<file path="src/rtl/core/foe_pkg.sv">
// Shared types, constants and the root table of the force offset estimator.
package foe_pkg;

  localparam int MAG_W      = 64;
  localparam int DIG_W      = 16;
  localparam int NUM_DIG    = MAG_W / DIG_W;
  localparam int ACC_W      = 2 * MAG_W;
  localparam int CNT_W      = $clog2(NUM_DIG + 1);
  localparam int SH_W       = 6;
  localparam int COUNT_W    = 32;
  localparam int LOG_INT_W  = 5;
  localparam int LOG_FRAC_W = 16;
  localparam int LOG_W      = LOG_INT_W + LOG_FRAC_W;
  localparam int EXP_W      = 33;
  localparam int STEP_W     = 17;
  localparam int ITER_W     = 5;
  localparam int ROOT_W     = 32;
  localparam int ROOT_N     = 16;
  localparam int RATE_W     = 16;
  localparam int CFG_IDX_W  = 1;
  localparam int CFG_DATA_W = 16;
  localparam int GAIN_OUT_W = 20;
  localparam int OFS_OUT_W  = 25;

  localparam logic [MAG_W-1:0] MAG_CAP = MAG_W'(1) << 60;

  typedef enum logic [CFG_IDX_W-1:0] {
    CFG_DECAY = 1'b0,
    CFG_PAUSE = 1'b1
  } cfg_idx_t;

  typedef enum logic [2:0] {
    ST_IDLE,
    ST_NORM,
    ST_ISSUE,
    ST_WAIT,
    ST_EXP_SEL,
    ST_SCALE,
    ST_DONE
  } state_t;

  typedef enum logic [2:0] {
    OP_SQR,
    OP_RATE,
    OP_EXP,
    OP_ERR_X,
    OP_ERR_Y,
    OP_DELTA,
    OP_GAIN_X,
    OP_GAIN_Y
  } op_t;

  typedef struct packed {
    logic             start;
    logic [SH_W-1:0]  shift;
    logic [MAG_W-1:0] a;
    logic [MAG_W-1:0] b;
  } mul_req_t;

  typedef logic [ROOT_W-1:0] root_rom_t [ROOT_N];

  function automatic logic [63:0] isqrt64(input logic [63:0] v_in);
    logic [63:0] v;
    logic [63:0] acc;
    logic [63:0] bt;
    v   = v_in;
    acc = '0;
    bt  = 64'h1 << 62;
    while (bt > v) bt = bt >> 2;
    while (bt != 64'h0) begin
      if (v >= acc + bt) begin
        v   = v - (acc + bt);
        acc = (acc >> 1) + bt;
      end else begin
        acc = acc >> 1;
      end
      bt = bt >> 2;
    end
    return acc;
  endfunction

  function automatic root_rom_t build_roots();
    root_rom_t   rom;
    logic [63:0] r;
    r      = 64'h8000_0000;
    rom[0] = r[ROOT_W-1:0];
    for (int i = 1; i < ROOT_N; i++) begin
      r      = isqrt64(r << 32);
      rom[i] = r[ROOT_W-1:0];
    end
    return rom;
  endfunction

  localparam root_rom_t ROOT_ROM = build_roots();

endpackage

</file>
<file path="src/rtl/core/foe_mul.sv">
// Shared digit-serial magnitude multiplier with right shift and saturation.
module foe_mul import foe_pkg::*; (
  input  logic             clk,
  input  logic             rst,
  input  mul_req_t         req,
  output logic             done,
  output logic [MAG_W-1:0] res
);

  logic [MAG_W-1:0]       a_q;
  logic [MAG_W-1:0]       b_q;
  logic [ACC_W-1:0]       acc;
  logic [SH_W-1:0]        sh_q;
  logic [CNT_W-1:0]       cnt;
  logic                   busy;
  logic                   round;
  logic [MAG_W+DIG_W-1:0] part;
  logic [ACC_W-1:0]       shifted;
  logic [MAG_W-1:0]       capped;

  assign part    = a_q * b_q[MAG_W-1 -: DIG_W];
  assign shifted = acc >> sh_q;

  always_comb begin
    if (|acc[ACC_W-1:MAG_W]) begin
      capped = MAG_CAP;
    end else if (shifted[MAG_W-1:0] > MAG_CAP) begin
      capped = MAG_CAP;
    end else begin
      capped = shifted[MAG_W-1:0];
    end
  end

  always_ff @(posedge clk) begin
    if (rst) begin
      busy  <= 1'b0;
      round <= 1'b0;
      done  <= 1'b0;
      cnt   <= '0;
    end else begin
      done <= 1'b0;
      if (req.start) begin
        busy <= 1'b1;
        cnt  <= CNT_W'(NUM_DIG);
      end else if (busy) begin
        cnt <= cnt - 1'b1;
        if (cnt == CNT_W'(1)) begin
          busy  <= 1'b0;
          round <= 1'b1;
        end
      end
      if (round) begin
        round <= 1'b0;
        done  <= 1'b1;
      end
    end
  end

  always_ff @(posedge clk) begin
    if (req.start) begin
      a_q  <= req.a;
      b_q  <= req.b;
      sh_q <= req.shift;
      acc  <= '0;
    end else if (busy) begin
      acc <= (acc << DIG_W) + ACC_W'(part);
      b_q <= b_q << DIG_W;
    end
    if (round) begin
      res <= capped;
    end
  end

endmodule

</file>
<file path="config.mk">
export PLATFORM = sky130hd
export DESIGN_NAME = foe_mul
export DESIGN_NICKNAME = d
export VERILOG_FILES = /design/src/rtl/core/foe_pkg.sv /design/src/rtl/core/foe_mul.sv
export SDC_FILE = /design/constraint.sdc
export NUM_CORES = 2
export LEC_CHECK = 0
export ABC_AREA = 1
export BUFFER_PORTS_ARGS = -buffer_cell sky130_fd_sc_hd__buf_2
export CORE_ASPECT_RATIO = 0.5
export CORE_MARGIN = 2
export CORE_UTILIZATION = 30
export CTS_CLUSTER_DIAMETER = 60
export DETAILED_ROUTE_END_ITERATION = 16
export HOLD_SLACK_MARGIN = 0.1
export SLEW_MARGIN = 15
export SYNTH_ARGS = -nofsm -noshare
export SYNTH_HDL_FRONTEND = slang
export SYNTH_SLANG_ARGS = --single-unit
</file>
<file path="constraint.sdc">
create_clock -name clk -period 17.1 [get_ports clk]
set_input_delay 4.275 -clock clk [delete_from_list [all_inputs] [get_ports clk]]
set_output_delay 4.275 -clock clk [all_outputs]
set_load 0.01 [all_outputs]
</file>
==> flow_metrics.py <==
metrics = {
    "clock_tree": {
        "cts_buffers": 48,
        "htree_levels": 2,
        "clockBufferDepth": 3,
        "clock_latency_ns": 0.73,
        "cts_hold_buf": 0,
        "postCtsResizedCells": 0,
        "clk_pin_slew_ns": 0.06,
        "cts-root-buf": "clkbuf_16",
        "cts_tree": "built",
        "post_cts_buffers": 0,
        "clock_sinks": 332,
    },
    "logic_synthesis": {
        "ys_ff_latch": 332,
        "async_flop_share_pct": 0,
        "synth-main-ff-cell": "edfxtp_1",
        "synth-edff-count": 198,
        "synth.cell_area_mm2": 0.0575,
        "syn_inst": 8168,
        "ys_seq_area_share_pct": 15.0,
        "yosysUniqueCellTypes": 42,
        "yosysWarnings": 0,
        "avgSynthCellArea_um2": 7.04,
    },
    "critical_path": {
        "path_delay_family": "adder cells",
        "endpoint_kind": "flop",
        "crit_arrival_ns": 9.41,
        "slowest_delay_ns": 0.85,
        "crit_start": "b_q[54]",
        "cp.required_ns": 17.66,
        "timing.rr.end": "acc[92]",
        "critPathCapture": "acc[92]",
        "start_kind": "flop",
        "worst-setup-path-type": "reg -> reg",
        "r2r_slack_ns": 8.25,
        "critical_path.slowest_cell": "edfxtp_1",
        "crit_buf_inv": 7,
        "crit_cells": 25,
        "r2r_cells": 25,
        "reg2reg_from": "b_q[54]",
        "crit_fanout": 54,
    },
    "floorplan": {
        "core-area_mm2": 0.190,
        "die_w_um": 623,
        "die_h_um": 314,
        "dieArea_mm2": 0.195,
        "rows": 113,
        "io_pins": 202,
        "initial_core_util_pct": 30.2,
    },
    "timing": {
        "fin_crit_ns": 8.85,
        "hold_slack_ns": 0.439,
        "drv_slew": 0,
        "worstMarginPinSlew_ns": 1.30,
        "fin_tns_setup_ns": 0,
        "setup_viol": 0,
        "clock_skew_ns": 0.0753,
        "rsz0062_at_grt": "no",
        "max_freq_mhz": 113,
        "hold_viol": 0,
        "maxSlewHeadroom_pct": 13.2,
        "finalCritPeriodShare_pct": 51.8,
    },
    "grt": {
        "first_global_vias": 52329,
        "gr-usage-met2_pct": 34.1,
        "grt_antenna_before_repair": 1,
        "grtUsageMet1_pct": 31.9,
        "grtUsageMet3_pct": 3.73,
        "grt.overflow.total": 0,
        "grt_max_degree": 96,
        "busiest_layer": "met2",
        "grt_pass1_wl_um": 330000,
        "grt_usage_pct": 22.1,
    },
    "drt": {
        "drc": 0,
        "vias_per_cell": 4.93,
        "ant_nets": 0,
        "wl_per_cell_um": 20.3,
        "num_vias": 52202,
        "routed_wl_um": 215000,
        "first_iter_violations": 5694,
        "drt_first_pass_iters": 6,
    },
    "job": {
        "cap_violations": 0,
    },
    "placement": {
        "portBuffers": 201,
        "gp_congestion": 1.03,
        "hpwl_um": 168000,
    },
    "run_status": {
        "status": "finished clean",
    },
    "finish": {
        "final_common_cell": "nand2_1",
        "final_cell_mix": "2174 x nand2_1, 1994 x inv_1, 930 x fa_1, 925 x nand3_1, 418 x nor2_1",
        "area_growth_pct": 7.60,
        "n_fill_cell": 20626,
        "seqCellArea_mm2": 0.00863,
        "drive_above_1_share_pct": 4.36,
        "nets": 9263,
        "multi_input_area_mm2": 0.0395,
    },
    "worst_hold_path": {
        "hold_path.class": "reg -> reg",
    },
}
==> kinds of logic after synthesis <==
| logic type | after synthesis | share of synthesized area [%] |
|---|---|---|
| adders and majority gates | 1100 | 36.1 |
| other | 1 | 0.00652 |
| DFF | 332 | 15.0 |
| buffers and inverters | 2448 | 16.3 |
| AOI/OAI and AO/OA | 577 | 5.34 |
| and+or+nand+nor | 3640 | 26.2 |
| xor gates and xnor gates | 70 | 1.07 |
==> metrics by stage <==
| stage | cell area [µm²] | cells | utilization (%) | setup slack [ns] |
|---|---|---|---|---|
| floorplan | 57500 | 8170 | - | 9.98 |
| global placement | 60200 | 10505 | 31.7 | 8.63 |
| detailed placement | 60300 | 10506 | 31.7 | 8.62 |
| CTS | 61900 | 10595 | 32.5 | 8.56 |
| global route | 61900 | 10595 | 32.5 | 8.11 |
| finish | 61900 | 10596 | 32.5 | 8.25 |
==> flip-flops by register name, indices dropped and copies added (netlist names) <==
name,cells
busy,1
done,1
acc,128
cnt,3
res,64
round,1
a_q,64
b_q,64
sh_q,6
==> worst min-delay path by stage <==
stage            from  endpoint  slack, ns  cells past startpoint
2_1_floorplan  cnt[0]    cnt[0]       0.46                      2
3_3_place_gp    round     round       0.43                      1
3_5_place_dp    round     round       0.44                      1
4_1_cts         round     round       0.44                      1
5_1_grt         round     round       0.46                      1
6_report        round     round       0.44                      1
==> layer usage <==
metal / wire length (µm) / up-vias
li1: - / 23999
met1: 96700 / 25770
met2: 93100 / 2165
met3: 18900 / 268
met4: 5900 / 0
met5: 0 / -
==> final cells by class <==
class                           count  area share (%)
Tap cell                         2530            5.12
Clock buffer                       56            1.99
Sequential cell                   332            13.9
Multi-Input combinational cell   5390            63.9
Clock inverter                     33           0.643
Inverter                         2003            12.2
Timing Repair Buffer              251            2.28
Antenna cell                        1         0.00404
==> synth_stat cells (2+ instances only) <==
cell type	number	area, µm²
fa_1	930	18600
nand3_1	925	4630
nand2_1	2175	8160
a21oi_1	190	951
clkbuf_1	310	1160
ha_1	170	2130
o21a_1	8	60.1
nor2_1	418	1570
nand2_2	2	12.5
a31oi_1	14	87.6
o21ai_0	303	1520
inv_1	1998	7500
nor2_2	9	56.3
dfxtp_1	134	2680
o22ai_1	7	43.8
a21boi_0	8	60.1
nor3_1	46	230
buf_1	59	221
xnor2_1	20	175
inv_2	2	7.51
o21ai_1	3	15.0
or2_2	2	12.5
xor2_1	50	438
o32ai_1	6	52.6
buf_2	55	275
buf_6	10	113
o21bai_1	9	67.6
nor4_1	36	225
o211ai_1	16	120
a21o_1	11	82.6
edfxtp_1	198	5950
inv_4	2	12.5
buf_4	11	82.6
nand4_1	23	144
Power is not shown: default switching activity piles up to over one toggle a cycle in this logic, so the estimate is an artifact.
